File: config.mk
export PLATFORM = sky130hd
export DESIGN_NAME = peak_count_frequency_estimator_flat
export DESIGN_NICKNAME = d
export VERILOG_FILES = /design/src/sv/pcfe_pkg.sv /design/src/sv/pcfe_stream_if.sv /design/src/sv/pcfe_tracker.sv /design/src/sv/pcfe_scaler.sv /design/src/sv/peak_count_frequency_estimator.sv /design/src/flat_wrapper.sv
export SDC_FILE = /design/constraint.sdc
export NUM_CORES = 1
export LEC_CHECK = 0
export ABC_AREA = 0
export BUFFER_PORTS_ARGS = -buffer_cell sky130_fd_sc_hd__buf_4
export CORE_MARGIN = 3
export CORE_UTILIZATION = 50
export CTS_CLUSTER_DIAMETER = 200
export CTS_CLUSTER_SIZE = 24
export DETAILED_ROUTE_END_ITERATION = 10
export GPL_TIMING_DRIVEN = 0
export PLACE_DENSITY_LB_ADDON = 0.1
export RECOVER_POWER = 100
export SLEW_MARGIN = 20
export SYNTH_ARGS = -nofsm -noshare
export SYNTH_HDL_FRONTEND = slang
export SYNTH_HIERARCHICAL = 1
export SYNTH_SLANG_ARGS = --single-unit
File: constraint.sdc
create_clock -name clk -period 10.7 [get_ports clk]
set_input_delay 0 -clock clk [delete_from_list [all_inputs] [get_ports clk]]
set_output_delay 0 -clock clk [all_outputs]
set_load 0.1 [all_outputs]
File: src/sv/pcfe_pkg.sv
// Package: shared types, codes and reset values of the peak-count frequency estimator.
`timescale 1ns / 1ps

package pcfe_pkg;

    // Default sample width
    localparam int SAMPLE_BITS_DEFAULT = 16;

    // Field widths fixed by the register map
    localparam int STEP_BITS     = 16;
    localparam int WINDOW_BITS   = 16;
    localparam int SCALE_BITS    = 8;
    localparam int COUNT_BITS    = 16;
    localparam int PEAK_BITS     = COUNT_BITS + 1;
    localparam int ESTIMATE_BITS = 24;
    localparam int INDEX_BITS    = 2;
    localparam int CFG_DATA_BITS = 16;

    // Register indexes
    localparam logic [INDEX_BITS-1:0] REG_SMALL_STEP    = 2'd0;
    localparam logic [INDEX_BITS-1:0] REG_LARGE_STEP    = 2'd1;
    localparam logic [INDEX_BITS-1:0] REG_WINDOW_LENGTH = 2'd2;
    localparam logic [INDEX_BITS-1:0] REG_SCALE         = 2'd3;

    // Register reset values
    localparam logic [STEP_BITS-1:0]   SMALL_STEP_RESET    = 16'd3;
    localparam logic [STEP_BITS-1:0]   LARGE_STEP_RESET    = 16'd20;
    localparam logic [WINDOW_BITS-1:0] WINDOW_LENGTH_RESET = 16'd2000;
    localparam logic [SCALE_BITS-1:0]  SCALE_RESET         = 8'd10;

    // Saturation limit of the peak counters
    localparam logic [COUNT_BITS-1:0] COUNT_MAX = {COUNT_BITS{1'b1}};

    // Direction of the last move
    typedef enum logic [1:0] {
        DIR_NONE = 2'd0,
        DIR_UP   = 2'd1,
        DIR_DOWN = 2'd2
    } dir_t;

    // Square-wave detector state
    typedef enum logic [1:0] {
        WAVE_OTHER  = 2'd0,
        WAVE_MAYBE  = 2'd1,
        WAVE_SQUARE = 2'd2
    } wave_t;

    // Configuration register set
    typedef struct packed {
        logic [STEP_BITS-1:0]   small_step;
        logic [STEP_BITS-1:0]   large_step;
        logic [WINDOW_BITS-1:0] window_length;
        logic [SCALE_BITS-1:0]  scale;
    } cfg_t;

    // Window result handed from the tracker to the scaler
    typedef struct packed {
        logic                 valid;
        logic [PEAK_BITS-1:0] peaks;
    } peak_result_t;

endpackage

File: src/sv/pcfe_stream_if.sv
// Interfaces: sample and estimate stream channels with valid/ready handshake.
`timescale 1ns / 1ps

interface pcfe_sample_if #(
    parameter int SAMPLE_BITS = 16
) ();
    logic                          valid;
    logic                          ready;
    logic signed [SAMPLE_BITS-1:0] sample;

    modport source (output valid, output sample, input ready);
    modport sink (input valid, input sample, output ready);
endinterface

interface pcfe_estimate_if #(
    parameter int ESTIMATE_BITS = 24
) ();
    logic                     valid;
    logic                     ready;
    logic [ESTIMATE_BITS-1:0] estimate;

    modport source (output valid, output estimate, input ready);
    modport sink (input valid, input estimate, output ready);
endinterface

File: src/sv/pcfe_tracker.sv
// Tracker: input register, hysteresis peak counting, square detection, window end.
`timescale 1ns / 1ps

module pcfe_tracker
    import pcfe_pkg::*;
#(
    parameter int SAMPLE_BITS = SAMPLE_BITS_DEFAULT
) (
    input  logic                          clk,
    input  logic                          rst_n,
    input  cfg_t                          cfg,
    input  logic                          in_valid,
    output logic                          in_ready,
    input  logic signed [SAMPLE_BITS-1:0] in_sample,
    output peak_result_t                  result,
    input  logic                          result_ready
);

    // Difference width: covers sample span and the unsigned thresholds
    localparam int DW = (SAMPLE_BITS + 2 > STEP_BITS + 2) ? SAMPLE_BITS + 2 : STEP_BITS + 2;

    // Input stage
    logic                          a_valid_reg;
    logic signed [SAMPLE_BITS-1:0] sample_reg;

    // Tracking state
    logic                          first_reg, first_next;
    dir_t                          dir_reg, dir_next;
    wave_t                         wave_reg, wave_next;
    logic signed [SAMPLE_BITS-1:0] ref_reg, ref_next;
    logic [COUNT_BITS-1:0]         max_reg, max_next;
    logic [COUNT_BITS-1:0]         min_reg, min_next;
    logic [WINDOW_BITS-1:0]        wpos_reg, wpos_next;

    // Result stage
    logic                          b_valid_reg, b_valid_next;
    logic [PEAK_BITS-1:0]          peaks_reg, peaks_next;

    logic                          b_ready;
    logic                          fire;
    logic signed [DW-1:0]          diff;
    logic signed [DW-1:0]          neg_diff;
    logic signed [DW-1:0]          amount;
    logic signed [DW-1:0]          small_ext;
    logic signed [DW-1:0]          large_ext;
    logic                          move_up;
    logic                          move_down;
    logic [WINDOW_BITS:0]          pos;
    logic [WINDOW_BITS:0]          limit;
    logic                          window_end;
    logic [COUNT_BITS-1:0]         peak_max;

    // Handshake chain
    assign b_ready  = !b_valid_reg || result_ready;
    assign in_ready = !a_valid_reg || b_ready;
    assign fire     = a_valid_reg && b_ready;

    // Input register
    always_ff @(posedge clk or negedge rst_n)
    begin
        if (!rst_n)
        begin
            a_valid_reg <= 1'b0;
        end
        else if (in_ready)
        begin
            a_valid_reg <= in_valid;
        end
    end

    always_ff @(posedge clk)
    begin
        if (in_valid && in_ready)
        begin
            sample_reg <= in_sample;
        end
    end

    // Move detection against the reference level
    assign diff      = DW'(sample_reg) - DW'(ref_reg);
    assign neg_diff  = -diff;
    assign small_ext = DW'({1'b0, cfg.small_step});
    assign large_ext = DW'({1'b0, cfg.large_step});
    assign move_up   = diff > small_ext;
    assign move_down = !move_up && (neg_diff > small_ext);
    assign amount    = move_up ? diff : neg_diff;

    // Window position; a zero length means a full 65536-sample window
    assign pos        = {1'b0, wpos_reg} + 1'b1;
    assign limit      = (cfg.window_length == '0) ? {1'b1, {WINDOW_BITS{1'b0}}}
                                                  : {1'b0, cfg.window_length};
    assign window_end = pos >= limit;

    // Next tracking state
    always_comb
    begin
        first_next = first_reg;
        dir_next   = dir_reg;
        wave_next  = wave_reg;
        ref_next   = ref_reg;
        max_next   = max_reg;
        min_next   = min_reg;
        wpos_next  = wpos_reg;

        if (first_reg)
        begin
            first_next = 1'b0;
            ref_next   = sample_reg;
        end
        else if (move_up || move_down)
        begin
            ref_next = sample_reg;
            dir_next = move_up ? DIR_UP : DIR_DOWN;
            // square detector advances on large moves only
            if (amount > large_ext)
            begin
                case (wave_reg)
                    WAVE_OTHER: wave_next = WAVE_MAYBE;
                    WAVE_MAYBE: wave_next = WAVE_SQUARE;
                    default:    wave_next = wave_reg;
                endcase
            end
            else
            begin
                wave_next = WAVE_OTHER;
            end
            // reversal counts a peak
            if (move_up && dir_reg == DIR_DOWN && min_reg != COUNT_MAX)
            begin
                min_next = min_reg + 1'b1;
            end
            if (move_down && dir_reg == DIR_UP && max_reg != COUNT_MAX)
            begin
                max_next = max_reg + 1'b1;
            end
        end

        if (!window_end)
        begin
            wpos_next = pos[WINDOW_BITS-1:0];
        end
    end

    // Window result and result-stage valid
    assign peak_max = (max_next > min_next) ? max_next : min_next;

    always_comb
    begin
        peaks_next = {1'b0, peak_max} + ((wave_next == WAVE_SQUARE) ? 1'b1 : 1'b0);
        if (fire && window_end)
        begin
            b_valid_next = 1'b1;
        end
        else if (result_ready)
        begin
            b_valid_next = 1'b0;
        end
        else
        begin
            b_valid_next = b_valid_reg;
        end
    end

    // State registers
    always_ff @(posedge clk or negedge rst_n)
    begin
        if (!rst_n)
        begin
            first_reg   <= 1'b1;
            dir_reg     <= DIR_NONE;
            wave_reg    <= WAVE_OTHER;
            ref_reg     <= '0;
            max_reg     <= '0;
            min_reg     <= '0;
            wpos_reg    <= '0;
            b_valid_reg <= 1'b0;
        end
        else
        begin
            b_valid_reg <= b_valid_next;
            if (fire)
            begin
                ref_reg <= ref_next;
                if (window_end)
                begin
                    // clear tracking for the next window
                    first_reg <= 1'b1;
                    dir_reg   <= DIR_NONE;
                    wave_reg  <= WAVE_OTHER;
                    max_reg   <= '0;
                    min_reg   <= '0;
                    wpos_reg  <= '0;
                end
                else
                begin
                    first_reg <= first_next;
                    dir_reg   <= dir_next;
                    wave_reg  <= wave_next;
                    max_reg   <= max_next;
                    min_reg   <= min_next;
                    wpos_reg  <= wpos_next;
                end
            end
        end
    end

    always_ff @(posedge clk)
    begin
        if (fire && window_end)
        begin
            peaks_reg <= peaks_next;
        end
    end

    assign result.valid = b_valid_reg;
    assign result.peaks = peaks_reg;

    // A pending first sample means the window holds no tracking history
    a_first_clean: assert property (@(posedge clk) disable iff (!rst_n)
        first_reg |-> (dir_reg == DIR_NONE && wave_reg == WAVE_OTHER
                       && max_reg == '0 && min_reg == '0))
        else $error("tracking state not clear while first sample pending");

    // A finished window restarts tracking
    a_window_restart: assert property (@(posedge clk) disable iff (!rst_n)
        (fire && window_end) |=> (first_reg && wpos_reg == '0 && b_valid_reg))
        else $error("window end did not restart tracking");

    // A window result is never dropped while the scaler stalls
    a_result_held: assert property (@(posedge clk) disable iff (!rst_n)
        (b_valid_reg && !result_ready) |=> (b_valid_reg && $stable(peaks_reg)))
        else $error("window result lost under stall");

endmodule

File: src/sv/pcfe_scaler.sv
// Scaler: multiplies the window peak count by scale into the output register.
`timescale 1ns / 1ps

module pcfe_scaler
    import pcfe_pkg::*;
(
    input  logic                 clk,
    input  logic                 rst_n,
    input  logic [SCALE_BITS-1:0] scale,
    input  peak_result_t         result,
    output logic                 result_ready,
    pcfe_estimate_if.source      estimates
);

    logic                                 c_valid_reg;
    logic [ESTIMATE_BITS-1:0]             estimate_reg;
    logic [SCALE_BITS+PEAK_BITS-1:0]      product;

    assign result_ready = !c_valid_reg || estimates.ready;
    assign product      = scale * result.peaks;

    // Output register
    always_ff @(posedge clk or negedge rst_n)
    begin
        if (!rst_n)
        begin
            c_valid_reg <= 1'b0;
        end
        else if (result_ready)
        begin
            c_valid_reg <= result.valid;
        end
    end

    always_ff @(posedge clk)
    begin
        if (result_ready && result.valid)
        begin
            estimate_reg <= product[ESTIMATE_BITS-1:0];
        end
    end

    assign estimates.valid    = c_valid_reg;
    assign estimates.estimate = estimate_reg;

endmodule

File: src/sv/peak_count_frequency_estimator.sv
// Top level: configuration registers and the tracker/scaler pipeline.
`timescale 1ns / 1ps

// Peak-count frequency estimator. Accepts one signed sample per clock cycle
// with no gaps of its own; the tracking state (reference level, direction,
// peak counters, square detector, window position) is updated in one
// combinational step, so that update loop sets the rate. A sample passes the
// input register, the tracker result register and the output multiplier
// register in that order; the estimate for a window is presented from the
// output register, one estimate per window_length samples (zero means
// 65536). Backpressure on the estimate channel only stalls the input once
// the result stages are full.
// Configuration writes take effect at the next edge and are meant for idle
// periods.
module peak_count_frequency_estimator
    import pcfe_pkg::*;
#(
    parameter int SAMPLE_BITS = SAMPLE_BITS_DEFAULT
) (
    input  logic                     clk,
    input  logic                     rst_n,
    input  logic                     cfg_write,
    input  logic [INDEX_BITS-1:0]    cfg_index,
    input  logic [CFG_DATA_BITS-1:0] cfg_data,
    pcfe_sample_if.sink              samples,
    pcfe_estimate_if.source          estimates
);

    cfg_t         cfg_reg;
    peak_result_t result;
    logic         result_ready;

    // Configuration registers
    always_ff @(posedge clk or negedge rst_n)
    begin
        if (!rst_n)
        begin
            cfg_reg.small_step    <= SMALL_STEP_RESET;
            cfg_reg.large_step    <= LARGE_STEP_RESET;
            cfg_reg.window_length <= WINDOW_LENGTH_RESET;
            cfg_reg.scale         <= SCALE_RESET;
        end
        else if (cfg_write)
        begin
            unique case (cfg_index)
                REG_SMALL_STEP:    cfg_reg.small_step    <= cfg_data[STEP_BITS-1:0];
                REG_LARGE_STEP:    cfg_reg.large_step    <= cfg_data[STEP_BITS-1:0];
                REG_WINDOW_LENGTH: cfg_reg.window_length <= cfg_data[WINDOW_BITS-1:0];
                REG_SCALE:         cfg_reg.scale         <= cfg_data[SCALE_BITS-1:0];
                default:           cfg_reg <= cfg_reg;
            endcase
        end
    end

    // Tracking and window result
    pcfe_tracker #(
        .SAMPLE_BITS (SAMPLE_BITS)
    ) u_tracker (
        .clk          (clk),
        .rst_n        (rst_n),
        .cfg          (cfg_reg),
        .in_valid     (samples.valid),
        .in_ready     (samples.ready),
        .in_sample    (samples.sample),
        .result       (result),
        .result_ready (result_ready)
    );

    // Scaling and output register
    pcfe_scaler u_scaler (
        .clk          (clk),
        .rst_n        (rst_n),
        .scale        (cfg_reg.scale),
        .result       (result),
        .result_ready (result_ready),
        .estimates    (estimates)
    );

endmodule
File: src/flat_wrapper.sv
// flat-port wrapper written by rule: the top's interface ports become plain ports
module peak_count_frequency_estimator_flat import pcfe_pkg::*;
#(
    parameter int SAMPLE_BITS = SAMPLE_BITS_DEFAULT
)
  (clk, rst_n, cfg_write, cfg_index, cfg_data, samples_valid, samples_sample, samples_ready, estimates_valid, estimates_estimate, estimates_ready);
  pcfe_sample_if #(.SAMPLE_BITS(SAMPLE_BITS)) samples_i ();
  pcfe_estimate_if estimates_i ();
  input  logic clk;
  input  logic rst_n;
  input  logic cfg_write;
  input  logic [INDEX_BITS-1:0] cfg_index;
  input  logic [CFG_DATA_BITS-1:0] cfg_data;
  input wire logic [$bits(samples_i.valid)-1:0] samples_valid;
  input wire logic [$bits(samples_i.sample)-1:0] samples_sample;
  output wire logic [$bits(samples_i.ready)-1:0] samples_ready;
  output wire logic [$bits(estimates_i.valid)-1:0] estimates_valid;
  output wire logic [$bits(estimates_i.estimate)-1:0] estimates_estimate;
  input wire logic [$bits(estimates_i.ready)-1:0] estimates_ready;
  assign samples_i.valid = samples_valid;
  assign samples_i.sample = samples_sample;
  assign samples_ready = samples_i.ready;
  assign estimates_valid = estimates_i.valid;
  assign estimates_estimate = estimates_i.estimate;
  assign estimates_i.ready = estimates_ready;
  peak_count_frequency_estimator #(.SAMPLE_BITS(SAMPLE_BITS)) u_core (.clk(clk), .rst_n(rst_n), .cfg_write(cfg_write), .cfg_index(cfg_index), .cfg_data(cfg_data), .samples(samples_i), .estimates(estimates_i));
endmodule
==> results_dict.tcl <==
set metrics [dict create \
    whs_ns 0.1871 \
    pre_cts_ws_ns -0.6182 \
    syn_to_final_growth_pct 10.92 \
    start_util_pct 51.20 \
    num-fill-cells 3020 \
    clkPwrFrac_pct 12.7 \
    synth_top_cell_by_area "dfrtp_1" \
    grt_max_degree 95 \
    p_int_uw 2730 \
    fin_skew_ns 0.01188 \
    wl_per_cell_um 17.86 \
    netlist_area_um2 16830 \
    io_buffers 64 \
    max_stage_delay_ns 0.59 \
    max-cap-violations 5 \
    vias_per_cell 5.512 \
    cts.sinks 185 \
    power_uw 5100 \
    grt_pass1_vias 12880 \
    antenna_left 0 \
    ys.flop_type "dfrtp_1" \
    final_layout_size_suffix_gt1_share_pct 11.71 \
    end_kind "flip-flop" \
    yosys_warnings 6 \
    post-route-min-period_ns 10.15 \
    io_pins 65 \
    drcViolationCount 0 \
    critical_path_required_ns 10.90 \
    tns_ns 0 \
    swShare_pct 46.46 \
    dpl_cell_area_um2 17910 \
    synth_area_leaders "dfrtp_1 17%, ha_1 11%, fa_1 11%" \
    synth_top_area_share_pct 17.10 \
    p_sw_uw 2370 \
    crit_path_start_kind "flip-flop" \
    slew_violations 173 \
    grt_setup_unrepaired "false" \
    crit_fanout 9 \
    routed_wl_mm 41.43 \
    antenna_found_initial 0 \
    finalHoldViolCount 0 \
    die_y_um 189.5 \
    gp_congestion 0.9510 \
    finalWorstSetupSlack_ns 0.5530 \
    synth_seq_cells 185 \
    synth.net_count 2013 \
    clk_pin_slew_ns 0.08 \
    arrival_ns 10.35 \
    cts_root_buffer "clkbuf_16" \
    hpwl_mm 33.01 \
    numCtsBuffers 17 \
    netlist_instances 1738 \
    htree_levels 4 \
    avgSynthCellArea_um2 9.682 \
    fp.dieArea_um2 35890 \
    drt_first_iter_violations 734 \
    crit_top_cell "ha_1" \
    grt_pass1_wl_mm 67.10 \
    hold_path.class "in2reg" \
    diodes 0 \
    rrSetupSlack_ns 0.55 \
    finalSetupViolCount 0 \
    seq_area_frac_synth_pct 29.30 \
    fp-row-count 66 \
    yosysUniqueCellTypes 106 \
    violations "max-capacitance violations, max-slew violations" \
    peakVddDrop_v 0.0001737 \
    gr-total-overflow 0 \
    p_per_area_nw_per_um2 273.2 \
    cts_tree "done" \
    synth_most_common_cell "inv_1" \
    insertion_delay_ns 0.45 \
    core_um2 32870 \
    seq_power_share_pct 19.4 \
    final_cell_area_um2 18670 \
    yosys-top-cells-count "196 x inv_1, 173 x nand2_1, 146 x ha_1" \
    period_share_pct 94.83 \
    combPwrFrac_pct 67.9 \
    relSlewSlack_pct -238.5 \
    largest_reg_flops 56 \
    whs_path_depth 3 \
    grtUsageTotal_pct 23.53 \
    leakage_uw 0.008407 \
    num_vias 12790 \
    firstDrtPassIters 5 \
    max_freq_mhz 98.55 \
    clockBufferDepth 2 \
    reg2regPathDepth 36 \
    status "finished, violations left" \
    path_class "reg2reg" \
    synth-async-reset-ratio_pct 69.19 \
    worst_slew_pin_slew_ns 5.078 \
    nets 2140 \
    crit_slowest_cell "or4_4" \
    die_width_um 189.5 \
    synth-edff-count 57 \
]
## power by group through the flow
| stage | sequential (uW) | clock [uW] | combinational [uW] |
|---|---|---|---|
| detailed placement | 1000 | 0 | 3470 |
| global placement | 998 | 0 | 3410 |
| floorplan | 973 | 0 | 2710 |
| global route | 1000 | 699 | 3920 |
| finish | 989 | 649 | 3460 |
| CTS | 989 | 671 | 3510 |
## final timing paths
check | from | endpoint
worst max-delay path | u_core/u_tracker/ref_reg[0] | u_core/u_tracker/peaks_reg[15]
worst min-delay path | cfg_write | u_core/cfg_reg[28]
worst max register to register | u_core/u_tracker/ref_reg[0] | u_core/u_tracker/peaks_reg[15]
worst min register to register | u_core/u_tracker/ref_reg[0] | u_core/u_tracker/ref_reg[0]
max in group asynchronous | rst_n | u_core/cfg_reg[9]
min in group asynchronous | rst_n | u_core/u_tracker/min_reg[0]
## per-stage QoR
step | std cells | utilization [%]
finish | 2320 | 56.79
global route | 2320 | 56.79
floorplan | 1738 | -
CTS | 2316 | 57.48
global placement | 2244 | 54.34
detailed placement | 2245 | 54.48
## area by class of cell
cell class / count / area, um2 / share of cell area [%]
timing repair buffer: 108 / 799.5 / 4.283
multi-input combinational: 1303 / 10830 / 58.02
inverter: 196 / 735.7 / 3.942
buffer: 54 / 242.7 / 1.300
tap: 442 / 553.0 / 2.963
clock inverter: 12 / 137.6 / 0.7374
clock buffer: 20 / 436.7 / 2.339
sequential: 185 / 4931 / 26.42
## layer usage
metal  up-vias  wire, um  share of wire (%)  track usage [%]
met1      6218     18290                 44            29.87
met2       248     20310                 49            40.78
met5         -         0                  0                0
met4         0      1160                2.8            7.848
met3        62      1670                4.0            4.073
li1       6260         -                  -                -
## timing repair
| action | CTS | global route |
|---|---|---|
| buffers inserted | 0 | 4 |
| resized for setup | 5 | 5 |
| setup endpoints to repair | 12 | 10 |
| hold buffers | 39 | 0 |
| pin swaps | 0 | 5 |
| hold endpoints to repair | 190 | 0 |
## worst max-delay path, delay by kind of cell, from the launching register on
kind / cells / cell delay [ns]
buffers and inverters: 1 / 0.06
DFF: 1 / 0.38
and+or+nand+nor: 15 / 3.86
adders and majority gates: 5 / 1.61
xor gates and xnor gates: 4 / 0.93
AOI/OAI and AO/OA: 11 / 3.04
## logic make-up (layout without fill, tap and decap cells)
family	count (synthesis)	count (layout)	share of synthesized area, %
AND/OR/NAND/NOR	560	560	18.29
buffers and inverters	250	390	5.911
flip-flops	185	185	29.30
XOR/XNOR	112	112	5.963
adder cells (fa/ha/maj)	236	236	21.56
multiplexers	80	80	5.309
AO/OA/AOI/OAI	315	315	13.66
## layout by cell type, fill, tap and decap left out, drive strengths merged, types with 8 or more instances in the layout
master,count
nor2,56
dfrtp,115
and3,28
a31oi,13
o31ai,29
nand2,173
mux2,74
or3,8
clkbuf,106
dfstp,13
xnor2,71
edfxtp,57
nor3,23
inv,201
fa,90
buf,37
o21a,21
xor2,41
nand2b,22
nor2b,15
a21oi,51
a21o,29
ha,146
nand4,20
nor4,14
o21ai,85
dlygate4sd3,39
a211oi,15
nand3,38
and2,125
Power figures use the tool's default switching activity.
